**src/design/gcl_pkg.sv**
```systemverilog
`default_nettype none

package gcl_pkg;

  // Scanner phases
  localparam logic [2:0] PH_BUF  = 3'd0;
  localparam logic [2:0] PH_HDR  = 3'd1;
  localparam logic [2:0] PH_BODY = 3'd2;
  localparam logic [2:0] PH_SKIP = 3'd3;
  localparam logic [2:0] PH_TEXT = 3'd4;
  localparam logic [2:0] PH_FAIL = 3'd5;

  // Pending GLB faults
  localparam logic [1:0] ERR_NONE    = 2'd0;
  localparam logic [1:0] ERR_CHUNK   = 2'd1;
  localparam logic [1:0] ERR_VERSION = 2'd2;

  // Result status codes
  localparam logic [1:0] ST_OK      = 2'd0;
  localparam logic [1:0] ST_INVALID = 2'd1;
  localparam logic [1:0] ST_VERSION = 2'd2;

  localparam logic [31:0] MAGIC_GLB   = 32'h4654_6C67;
  localparam logic [31:0] CHUNK_JSON  = 32'h4E4F_534A;
  localparam logic [31:0] HDR_TOTAL   = 32'd20;
  localparam logic [31:0] GLB_VERSION = 32'd2;
  localparam logic [31:0] POS_VERSION = 32'd7;
  localparam logic [31:0] POS_LENGTH  = 32'd11;
  localparam logic [31:0] POS_CHUNK   = 32'd15;
  localparam logic [31:0] POS_TYPE    = 32'd19;
  localparam logic [7:0]  BOM_0       = 8'hEF;
  localparam logic [7:0]  BOM_1       = 8'hBB;
  localparam logic [7:0]  BOM_2       = 8'hBF;
  localparam logic [7:0]  OPEN_BRACE  = 8'h7B;

  // Final scanner state of one file, handed to the result logic
  typedef struct packed {
    logic [2:0]  phase;
    logic [1:0]  err;
    logic [31:0] declared;
    logic [31:0] chunk;
    logic [31:0] start;
    logic [31:0] count;
    logic [31:0] size;
  } snap_t;

  typedef struct packed {
    logic [1:0]  status;
    logic        glb_flag;
    logic [31:0] json_offset;
    logic [31:0] text_length;
  } verdict_t;

  // Outcome of running the buffered head bytes through the plain scanner
  typedef struct packed {
    logic [2:0] phase;
    logic [1:0] start;
    logic [2:0] count;
    logic       nul;
  } replay_t;

  function automatic logic is_ws(input logic [7:0] b);
    return (b == 8'h20) || (b >= 8'h09 && b <= 8'h0D);
  endfunction

  // Replay the newest cnt bytes (1 to 4) held in the top of word
  function automatic replay_t plain_replay(input logic [31:0] word, input logic [2:0] cnt);
    replay_t    r;
    logic [7:0] bv [4];
    logic [2:0] idx;
    logic [2:0] first;
    r.phase = PH_SKIP;
    r.start = 2'd0;
    r.count = 3'd0;
    r.nul   = 1'b0;
    // pick the bytes out in file order
    for (int k = 0; k < 4; k++) begin
      idx   = 3'(k) + 3'd4 - cnt;
      bv[k] = word[8 * idx[1:0] +: 8];
    end
    first = (cnt >= 3'd3 && bv[0] == BOM_0 && bv[1] == BOM_1 && bv[2] == BOM_2) ?
            3'd3 : 3'd0;
    for (int k = 0; k < 4; k++) begin
      if (3'(k) < cnt && 3'(k) >= first) begin
        case (r.phase)
          PH_SKIP: begin
            if (!is_ws(bv[k])) begin
              if (bv[k] == OPEN_BRACE) begin
                r.phase = PH_TEXT;
                r.start = 2'(k);
                r.count = 3'd1;
                r.nul   = 1'b0;
              end else begin
                r.phase = PH_FAIL;
              end
            end
          end
          PH_TEXT: begin
            if (!r.nul) begin
              if (bv[k] == 8'h00) r.nul = 1'b1;
              else r.count = r.count + 3'd1;
            end
          end
          default: ;
        endcase
      end
    end
    return r;
  endfunction

endpackage

`default_nettype wire

```
**src/design/gcl_in_if.sv**
```systemverilog
`default_nettype none

interface gcl_in_if;
  logic        valid;
  logic        ready;
  logic [7:0]  data_byte;
  logic [31:0] file_size;
  logic        last;

  modport source (output valid, data_byte, file_size, last, input ready);
  modport sink (input valid, data_byte, file_size, last, output ready);
endinterface

`default_nettype wire

```
**src/design/gcl_out_if.sv**
```systemverilog
`default_nettype none

interface gcl_out_if;
  logic        valid;
  logic        ready;
  logic [1:0]  status;
  logic        glb_flag;
  logic [31:0] json_offset;
  logic [31:0] text_length;

  modport source (output valid, status, glb_flag, json_offset, text_length, input ready);
  modport sink (input valid, status, glb_flag, json_offset, text_length, output ready);
endinterface

`default_nettype wire

```
**src/design/gcl_scan.sv**
```systemverilog
`default_nettype none

module gcl_scan (
  input  logic          clk,
  input  logic          rst,
  input  logic          take,
  input  logic [7:0]    data_byte,
  input  logic [31:0]   file_size,
  input  logic          last,
  output gcl_pkg::snap_t snap
);
  import gcl_pkg::*;

  logic [31:0] pos, pos_next;
  logic [2:0]  phase, phase_next;
  logic [31:0] hw, hw_next;
  logic [31:0] declared, declared_next;
  logic [31:0] chunk, chunk_next;
  logic [31:0] start, start_next;
  logic [31:0] count, count_next;
  logic        nul, nul_next;
  logic [1:0]  err, err_next;

  logic [31:0] hw_shift;
  logic [2:0]  rep_cnt;
  replay_t     rep;
  logic        use_rep;
  logic [32:0] seen;
  logic [31:0] size;

  assign hw_shift = {data_byte, hw[31:8]};
  assign rep_cnt  = (pos[1:0] == 2'd3) ? 3'd4 : {1'b0, pos[1:0]} + 3'd1;
  assign rep      = plain_replay(hw_shift, rep_cnt);

  // Effective length: bytes seen so far, capped by the stated size
  assign seen = {1'b0, pos} + 33'd1;
  assign size = (seen < {1'b0, file_size}) ? seen[31:0] : file_size;

  // Work out the state after this word
  always_comb begin
    pos_next      = (&pos) ? pos : pos + 32'd1;
    phase_next    = phase;
    hw_next       = hw;
    declared_next = declared;
    chunk_next    = chunk;
    start_next    = start;
    count_next    = count;
    nul_next      = nul;
    err_next      = err;
    use_rep       = 1'b0;
    unique case (phase)
      PH_BUF: begin
        hw_next = hw_shift;
        if (pos[1:0] == 2'd3) begin
          if (hw_shift == MAGIC_GLB) phase_next = PH_HDR;
          else use_rep = 1'b1;
        end else if (last) begin
          use_rep = 1'b1;
        end
      end
      PH_HDR: begin
        hw_next = hw_shift;
        if (pos == POS_VERSION) begin
          if (hw_shift != GLB_VERSION) err_next = ERR_VERSION;
        end else if (pos == POS_LENGTH) begin
          declared_next = hw_shift;
        end else if (pos == POS_CHUNK) begin
          chunk_next = hw_shift;
        end else if (pos >= POS_TYPE) begin
          if (hw_shift != CHUNK_JSON && err == ERR_NONE) err_next = ERR_CHUNK;
          phase_next = PH_BODY;
          count_next = 32'd0;
          nul_next   = 1'b0;
        end
      end
      PH_BODY, PH_TEXT: begin
        if (!nul) begin
          if (data_byte == 8'h00) nul_next = 1'b1;
          else if (!(&count)) count_next = count + 32'd1;
        end
      end
      PH_SKIP: begin
        if (!is_ws(data_byte)) begin
          if (data_byte == OPEN_BRACE) begin
            phase_next = PH_TEXT;
            start_next = pos;
            count_next = 32'd1;
            nul_next   = 1'b0;
          end else begin
            phase_next = PH_FAIL;
          end
        end
      end
      PH_FAIL: ;
      default: ;
    endcase
    // take the replayed head bytes over
    if (use_rep) begin
      phase_next = rep.phase;
      start_next = {30'd0, rep.start};
      count_next = {29'd0, rep.count};
      nul_next   = rep.nul;
    end
  end

  // Advance on each word; on the final word capture the outcome and rearm
  always_ff @(posedge clk) begin
    if (rst) begin
      pos      <= 32'd0;
      phase    <= PH_BUF;
      hw       <= 32'd0;
      declared <= 32'd0;
      chunk    <= 32'd0;
      start    <= 32'd0;
      count    <= 32'd0;
      nul      <= 1'b0;
      err      <= ERR_NONE;
    end else if (take) begin
      if (last) begin
        pos      <= 32'd0;
        phase    <= PH_BUF;
        hw       <= 32'd0;
        declared <= 32'd0;
        chunk    <= 32'd0;
        start    <= 32'd0;
        count    <= 32'd0;
        nul      <= 1'b0;
        err      <= ERR_NONE;
      end else begin
        pos      <= pos_next;
        phase    <= phase_next;
        hw       <= hw_next;
        declared <= declared_next;
        chunk    <= chunk_next;
        start    <= start_next;
        count    <= count_next;
        nul      <= nul_next;
        err      <= err_next;
      end
    end
  end

  // Snapshot of the final state
  always_ff @(posedge clk) begin
    if (take && last) begin
      snap.phase    <= phase_next;
      snap.err      <= err_next;
      snap.declared <= declared_next;
      snap.chunk    <= chunk_next;
      snap.start    <= start_next;
      snap.count    <= count_next;
      snap.size     <= size;
    end
  end

endmodule

`default_nettype wire

```
**src/design/gcl_judge.sv**
```systemverilog
`default_nettype none

module gcl_judge (
  input  gcl_pkg::snap_t    snap,
  output gcl_pkg::verdict_t verdict
);
  import gcl_pkg::*;

  logic [31:0] room;
  logic [31:0] body_room;

  assign room      = snap.size - snap.start;
  assign body_room = snap.declared - HDR_TOTAL;

  // Check the GLB header fields in order, then clip the text length; plain text is clipped to the bytes left
  always_comb begin
    verdict.status      = ST_OK;
    verdict.glb_flag    = 1'b0;
    verdict.json_offset = 32'd0;
    verdict.text_length = 32'd0;
    if (snap.phase == PH_HDR || snap.phase == PH_BODY) begin
      if (snap.phase == PH_HDR || snap.size < HDR_TOTAL) begin
        verdict.status = ST_INVALID;
      end else if (snap.err == ERR_VERSION) begin
        verdict.status = ST_VERSION;
      end else if (snap.declared > snap.size || snap.declared < HDR_TOTAL) begin
        verdict.status = ST_INVALID;
      end else if (snap.err != ERR_NONE) begin
        verdict.status = ST_INVALID;
      end else if (snap.chunk > body_room) begin
        verdict.status = ST_INVALID;
      end else begin
        verdict.glb_flag    = 1'b1;
        verdict.json_offset = HDR_TOTAL;
        verdict.text_length = (snap.count < snap.chunk) ? snap.count : snap.chunk;
      end
    end else if (snap.phase != PH_TEXT || snap.start >= snap.size) begin
      verdict.status = ST_INVALID;
    end else begin
      verdict.json_offset = snap.start;
      verdict.text_length = (snap.count < room) ? snap.count : room;
    end
  end

endmodule

`default_nettype wire

```
**src/design/gltf_container_locator_top.sv**
```systemverilog
`default_nettype none

// Locates the JSON text of a glTF file streamed in one byte per word, in file
// order, with last set on the final byte. The block takes one byte every cycle
// while the result stage has room: each byte costs one update of the scanner
// registers, a few compares and a saturating count. One result word is issued
// per file through the result stage (the snapshot register, then the output
// register), which holds up to two finished files, so the input stalls only
// when both are full and the consumer is not taking. After the final byte the
// scanner is back in its reset state and the next byte starts a new file.
module gltf_container_locator_top (
  input  logic clk,
  input  logic rst,
  gcl_in_if.sink    feed,
  gcl_out_if.source result
);
  import gcl_pkg::*;

  logic     take;
  logic     take_last;
  logic     snap_valid;
  logic     snap_move;
  logic     out_valid;
  logic     out_free;
  snap_t    snap;
  verdict_t verdict;
  verdict_t out_word;

  assign out_free   = !out_valid || result.ready;
  assign snap_move  = snap_valid && out_free;
  assign feed.ready = !snap_valid || out_free;
  assign take       = feed.valid && feed.ready;
  assign take_last  = take && feed.last;

  gcl_scan u_scan (
    .clk       (clk),
    .rst       (rst),
    .take      (take),
    .data_byte (feed.data_byte),
    .file_size (feed.file_size),
    .last      (feed.last),
    .snap      (snap)
  );

  gcl_judge u_judge (
    .snap    (snap),
    .verdict (verdict)
  );

  // Hold the snapshot until the output register frees up
  always_ff @(posedge clk) begin
    if (rst) begin
      snap_valid <= 1'b0;
    end else if (take_last) begin
      snap_valid <= 1'b1;
    end else if (snap_move) begin
      snap_valid <= 1'b0;
    end
  end

  // Output register
  always_ff @(posedge clk) begin
    if (rst) begin
      out_valid <= 1'b0;
    end else if (snap_move) begin
      out_valid <= 1'b1;
    end else if (result.ready) begin
      out_valid <= 1'b0;
    end
  end

  always_ff @(posedge clk) begin
    if (snap_move) out_word <= verdict;
  end

  assign result.valid       = out_valid;
  assign result.status      = out_word.status;
  assign result.glb_flag    = out_word.glb_flag;
  assign result.json_offset = out_word.json_offset;
  assign result.text_length = out_word.text_length;

  // A final byte always leaves a pending result behind it
  a_last_snaps: assert property (@(posedge clk) disable iff (rst)
    take_last |=> snap_valid)
    else $error("final byte taken without a pending result");

  // A binary result is always a good one starting after the header
  a_binary_ok: assert property (@(posedge clk) disable iff (rst)
    (result.valid && result.glb_flag) |->
      (result.status == ST_OK && result.json_offset == HDR_TOTAL))
    else $error("binary result with bad status or offset");

  // A failed file reports nothing but its status
  a_error_clear: assert property (@(posedge clk) disable iff (rst)
    (result.valid && result.status != ST_OK) |->
      (!result.glb_flag && result.json_offset == 32'd0 && result.text_length == 32'd0))
    else $error("error result carries text fields");

endmodule

`default_nettype wire
```
**src/flat_wrapper.sv**
```systemverilog
// flat-port wrapper written by rule: the top's interface ports become plain ports
module gltf_container_locator_top_flat import gcl_pkg::*;
  (clk, rst, feed_valid, feed_data_byte, feed_file_size, feed_last, feed_ready, result_valid, result_status, result_glb_flag, result_json_offset, result_text_length, result_ready);
  gcl_in_if feed_i ();
  gcl_out_if result_i ();
  input  logic clk;
  input  logic rst;
  input wire logic [$bits(feed_i.valid)-1:0] feed_valid;
  input wire logic [$bits(feed_i.data_byte)-1:0] feed_data_byte;
  input wire logic [$bits(feed_i.file_size)-1:0] feed_file_size;
  input wire logic [$bits(feed_i.last)-1:0] feed_last;
  output wire logic [$bits(feed_i.ready)-1:0] feed_ready;
  output wire logic [$bits(result_i.valid)-1:0] result_valid;
  output wire logic [$bits(result_i.status)-1:0] result_status;
  output wire logic [$bits(result_i.glb_flag)-1:0] result_glb_flag;
  output wire logic [$bits(result_i.json_offset)-1:0] result_json_offset;
  output wire logic [$bits(result_i.text_length)-1:0] result_text_length;
  input wire logic [$bits(result_i.ready)-1:0] result_ready;
  assign feed_i.valid = feed_valid;
  assign feed_i.data_byte = feed_data_byte;
  assign feed_i.file_size = feed_file_size;
  assign feed_i.last = feed_last;
  assign feed_ready = feed_i.ready;
  assign result_valid = result_i.valid;
  assign result_status = result_i.status;
  assign result_glb_flag = result_i.glb_flag;
  assign result_json_offset = result_i.json_offset;
  assign result_text_length = result_i.text_length;
  assign result_i.ready = result_ready;
  gltf_container_locator_top u_core (.clk(clk), .rst(rst), .feed(feed_i), .result(result_i));
endmodule
```
**config.mk**
```make
export PLATFORM = sky130hd
export DESIGN_NAME = gltf_container_locator_top_flat
export DESIGN_NICKNAME = d
export VERILOG_FILES = /design/src/design/gcl_pkg.sv /design/src/design/gcl_in_if.sv /design/src/design/gcl_out_if.sv /design/src/design/gcl_scan.sv /design/src/design/gcl_judge.sv /design/src/design/gltf_container_locator_top.sv /design/src/flat_wrapper.sv
export SDC_FILE = /design/constraint.sdc
export NUM_CORES = 1
export LEC_CHECK = 0
export BUFFER_PORTS_ARGS = -buffer_cell sky130_fd_sc_hd__buf_2
export CORE_MARGIN = 3
export CORE_UTILIZATION = 28
export CTS_CLUSTER_SIZE = 12
export DETAILED_ROUTE_END_ITERATION = 12
export GPL_ROUTABILITY_DRIVEN = 1
export PLACE_DENSITY = 0.54
export SLEW_MARGIN = 10
export SYNTH_ARGS = -nofsm -noshare
export SYNTH_HDL_FRONTEND = slang
export SYNTH_SLANG_ARGS = --single-unit
```
**constraint.sdc**
```tcl
create_clock -name clk -period 4.7 [get_ports clk]
set_input_delay 0.94 -clock clk [delete_from_list [all_inputs] [get_ports clk]]
set_output_delay 0.94 -clock clk [all_outputs]
set_load 0.01 [all_outputs]
```
Word-level counts from Yosys, hierarchy flattened
Index checks and enable logic that the tools add are counted.

storage, ports and cells
  flip-flop bits (word level) = 432
  bits in latches = 0
  RAM bits = 0
  memory bits (read-only) = 0
  input port bits = 45
  output and inout port bits = 69
  word-level logic and storage cells = 275
  memories kept = 0

cells by class
  $add $sub $neg = 13
  $mul = 0
  divide/modulo/power cells = 0
  order comparisons = 28
  equal/unequal tests = 41
  shift operators = 4
  mux-type cells = 118
  bitwise gates (word level) = 1
  reductions and logical operators = 48

operators with widths
  cell                   number
  $mux 32                32
  $mux 64                6
  $shiftx 32x6->8        4
  $pmux 32 s3            1
  $mux 9                 8
  $mux 65                1
  $add 32x1->32 const B  2
  $eq 32x4->1 const B    2
  $gt 32x32->1           2
  $lt 32x32->1           2
  $lt 32x5->1 const B    2
  $reduce_and 32->1      2
  $eq 8x6->1 const B     5
  $eq 8x7->1 const B     5
  $ge 8x4->1 const B     5
  $le 8x4->1 const B     5
  $mux 3                 13
  $add 32x1->33 const B  1
  $lt 33x32->1           1
  $eq 32x3->1 const B    1
  $eq 32x31->1 const B   1
  $ge 32x32->1           1
  $ge 32x5->1 const B    1
  $logic_not 8->1        4
  41 further kinds       146

Depth between registers and ports, before layout
  depth in word-level cells = 29
  mapped depth = 26
  mapped depth without buffers = 24

Modules after synthesis
Synthesis repeated with hierarchy kept, for this count alone.

unflattened totals
  cells, all modules = 2,872
  area total of the unflattened synthesis = 26,818.2 um^2

by module, submodules not included
  module                      times used  cells an instance  area each (um^2)  sequential area each (um^2)
  gcl_scan                    1           1,863              18,300.1          8,758.4
  gcl_judge                   1           932                6,407.4           0.0
  gltf_container_locator_top  1           77                 2,110.8           2,052.0

Least setup slack after synthesis
No wires, ideal clock.

  path kind = in2reg
  start = input port result_ready
  end = register, netlist name u_core.u_scan.snap[0]
  library setup time = 518 ps
  data arrival time = 4,641 ps
  required time = 4,182 ps
  path slack = -459 ps
  stages = 5
  path buffers = 0
  cell sequence = nor2b_1 -> nand2_1 -> and2_1 -> nand2_1 -> inv_1

on the way
  cells in the longest elaborated chain, start to end = 4

ends and longest elaborated chain
  element                     line                              text
  start, declared             flat_wrapper.sv:18                input wire logic [$bits(result_i.ready)-1:0] result_ready;
  $logic_or 1x1->1            gltf_container_locator_top.sv:29  assign out_free = !out_valid || result.ready;
  $logic_or 1x1->1            gltf_container_locator_top.sv:31  assign feed.ready = !snap_valid || out_free;
  named net feed_ready        flat_wrapper.sv:12                output wire logic [$bits(feed_i.ready)-1:0] feed_ready;
  $logic_and 1x1->1           gltf_container_locator_top.sv:32  assign take = feed.valid && feed.ready;
  $logic_and 1x1->1           -
  named net u_core.take_last  gltf_container_locator_top.sv:20  logic take_last;

The timed path passes the listed nets, and every way through them passes these cells.
A chain may end at the register's enable or synchronous reset.

==> reports/metrics.yaml <==
synth:
  async_reset_ff_share_pct: 0
  synth_cell_types: 89
  syn_nets: 3078
  synth-main-ff-cell: "edfxtp_1"
  yosysSeqAreaShare_pct: 40.9
  syn-instance-count: 2835
  netlist_area_mm2: 0.0264
  avgSynthCellArea_um2: 9.32
  synth-seq-cells: 424
  yosysWarnings: 0
  synth_edf_count: 232
floorplanning:
  core_area_mm2: 0.0935
  fp.dieW_um: 313
  rows: 112
  dieArea_mm2: 0.0981
  die_h_um: 313
  pin_count: 114
  start_util_pct: 28.3
worst_setup_path:
  cp_top_family: "compound AO/OA/AOI/OAI gates"
  cp_num_buf_inv: 3
  end_kind: "flip-flop"
  max_stage_delay_ns: 0.38
  arrival_ns: 5.13
  cp-start-kind: "flip-flop"
  crit_path_cell_trace: "inv_1 -> ha_2 -> buf_4 -> nand2b_4 -> a21oi_2 -> o31a_1 -> o211ai_1 -> nand2_1 -> a21oi_2 -> o21bai_1 -> a21oi_1 -> xor2_1 -> ha_1 -> a21o_1 -> a21o_1 -> a21o_1 -> a211oi_2 -> o21bai_1 -> a21oi_2 -> o41ai_2 -> a21o_4 -> buf_12 -> and2_4 -> o32ai_2"
  required_ns: 5.11
  crit_slowest_cell: "edfxtp_1"
  critPathMaxFanout: 12
  critPathKind: "reg -> reg"
route:
  ant_nets: 0
  wl_per_cell_um: 21.3
  dr.pass1.iters: 6
  via_count: 23336
  drc: 0
  finalWirelength_um: 94400
  vias_per_cell: 5.26
  drt_iter0_drc: 2215
timing:
  min_period_ns: 4.72
  max_freq_mhz: 212
  tightest_slew_ns: 1.01
  slew_headroom_pct: 32.5
  finalHoldViolCount: 0
  period_share_pct: 100
  fin_tns_setup_ns: -0.0327
  rsz0062_at_grt: "yes"
  clock-skew-final_ns: 0.0235
  slew_viol_final: 0
  setup_viol_count_final: 3
  worst_slack_ns: -0.0174
global_routing:
  globalRouteMet2Util_pct: 30.3
  antenna_found_initial: 4
  met1_usage_pct: 26.0
  grt_pass1_wl_um: 141000
  busiest_layer: "met2"
  track_usage_pct: 18.7
  grt_overflow: 0
  first_global_vias: 21917
  grt_max_degree: 185
  grt_util_met3_pct: 2.76
clock_tree:
  cts.path.max_buffers: 3
  clkTransAtPathRegs_ns: 0.06
  cts_tree: "done"
  numClockSinks: 424
  ctsHoldBuffers: 0
  root_buffer: "clkbuf_16"
  numCtsBuffers: 48
  htreeDepth: 2
  clk_latency_ns: 0.60
power_and_ir_drop:
  power_density_mw_per_mm2: 278
  p_leak_nw: 13.0
  max-vdd-ir-drop_uv: 241
  p_total_mw: 9.01
placed_design:
  port_buffers: 113
  placed_cell_area_mm2: 0.0301
  dp.cells: 4304
  gp_congestion: 0.933
  detailedPlace.worstSlack_ns: -0.353
  hpwlAfterDp_um: 71500
run_status:
  status: "finished with violations"
  violations: "setup timing"
flow_run:
  maxCapViolCount: 0
final_layout:
  syn_to_final_growth_pct: 22.9
  stdcell_area_mm2: 0.0325
  nets: 3380
  drive_gt1_share_pct: 23.0
  stdcell_count: 4433
worst_hold_path:
  min_path_type: "reg -> reg"
==> worst min-delay path, cell delays in order, from the launching register on <==
cell and delay (ns):
dfxtp_1 0.32, a22oi_1 0.07, nor2_1 0.07
==> final timing paths <==
| check | from | endpoint | slack (ns) | cells past startpoint |
|---|---|---|---|---|
| setup / recovery | u_core.u_scan.snap[0]$_DFFE_PP_ | u_core.result.text_length[19]$_DFFE_PP_ | -0.02 | 24 |
| hold / removal | u_core.u_scan.chunk[11]$_SDFFE_PP0P_ | u_core.u_scan.chunk[11]$_SDFFE_PP0P_ | 0.50 | 2 |
| setup reg to reg | u_core.u_scan.snap[0]$_DFFE_PP_ | u_core.result.text_length[19]$_DFFE_PP_ | -0.02 | 24 |
| hold reg to reg | u_core.u_scan.chunk[11]$_SDFFE_PP0P_ | u_core.u_scan.chunk[11]$_SDFFE_PP0P_ | 0.50 | 2 |
==> per-stage QoR <==
step | util, % | hold slack (ns)
finish | 34.7 | 0.501
global route | 34.7 | 0.530
CTS | 34.4 | 0.507
detailed placement | 32.2 | 0.491
global placement | 32.2 | 0.482
floorplan | - | 0.455
==> state kept, by name (all words and copies together) (netlist names), 2 cells and up <==
| signal | cells |
|---|---|
| u_core.result.text_length | 32 |
| u_core.u_scan.hw | 24 |
| u_core.u_scan.declared | 32 |
| u_core.u_scan.snap | 165 |
| u_core.result.status | 2 |
| u_core.u_scan.phase | 3 |
| u_core.u_scan.err | 2 |
| u_core.result.json_offset | 32 |
| u_core.u_scan.chunk | 32 |
| u_core.u_scan.pos | 32 |
| u_core.u_scan.count | 32 |
| u_core.u_scan.start | 32 |
==> cell families (layout without fill, tap and decap cells) <==
group / after synthesis / count (layout) / synth area share, %
and+or+nand+nor: 925 / 925 / 16.7
AOI/OAI and AO/OA: 672 / 672 / 17.1
DFF: 424 / 424 / 40.9
buffers and inverters: 377 / 719 / 5.64
adders and majority gates: 198 / 198 / 9.40
muxes: 153 / 153 / 7.35
xor gates and xnor gates: 86 / 86 / 2.85
other: 0 / 2 / 0
==> power by group <==
| part | total, mW | switching, mW | internal (mW) |
|---|---|---|---|
| clock network | 3.75 | 1.58 | 2.17 |
| logic | 1.21 | 0.729 | 0.483 |
| registers | 4.05 | 0.0836 | 3.97 |
| total | 9.01 | 2.39 | 6.63 |
==> cells in the mapped netlist, types with 14 or more instances <==
library cell	count	area share, %
a211oi_1	14	0.40
a21o_1	50	1.4
a21oi_1	150	2.8
a22oi_1	166	4.7
a31oi_1	17	0.40
and2_1	19	0.45
and3_1	30	0.71
clkbuf_1	158	2.2
dfxtp_1	192	15
edfxtp_1	232	26
ha_1	197	9.3
inv_1	188	2.7
mux2_2	94	4.0
mux2i_1	35	1.3
mux4_2	23	2.0
nand2_1	187	2.7
nand2b_1	24	0.57
nand3_1	57	1.1
nand4_1	52	1.2
nor2_1	343	4.9
nor2b_1	25	0.59
nor3_1	63	1.2
nor4_1	37	0.88
o21a_1	15	0.43
o21ai_0	120	2.3
or3_1	22	0.52
xnor2_1	56	1.9
xor2_1	30	0.99
==> metal layers <==
metal	routed length, µm	vias up
li1	-	10995
met1	42600	11433
met2	43300	760
met3	5860	146
met4	2590	2
met5	13	-
==> area by class of cell <==
type	count	area, µm²
Antenna cell	2	5.00
Clock buffer	71	1360
Clock inverter	19	194
Fill cell	9581	61000
Inverter	189	721
Multi-Input combinational cell	2034	14600
Sequential cell	424	10800
Tap cell	1254	1570
Timing Repair Buffer	440	3240
==> what timing repair did <==
action	CTS	global route
cloned	3	0
endpoints found under the hold margin	0	0
gates resized for setup	44	72
endpoints found under the setup margin	38	71
buffers inserted	20	15
pin swaps	25	33
==> placed cells by master, fill, tap and decap left out, types with 56 or more instances in the layout <==
| cell type | count |
|---|---|
| ha_1 | 191 |
| nand2_1 | 184 |
| inv_1 | 184 |
| nor2_1 | 335 |
| nor3_1 | 58 |
| o21ai_0 | 102 |
| a21oi_1 | 142 |
| dfxtp_1 | 190 |
| nand3_1 | 56 |
| buf_4 | 309 |
| edfxtp_1 | 232 |
| buf_2 | 112 |
| a22oi_1 | 166 |
| mux2_2 | 94 |
(Power assumes the default switching activity.)
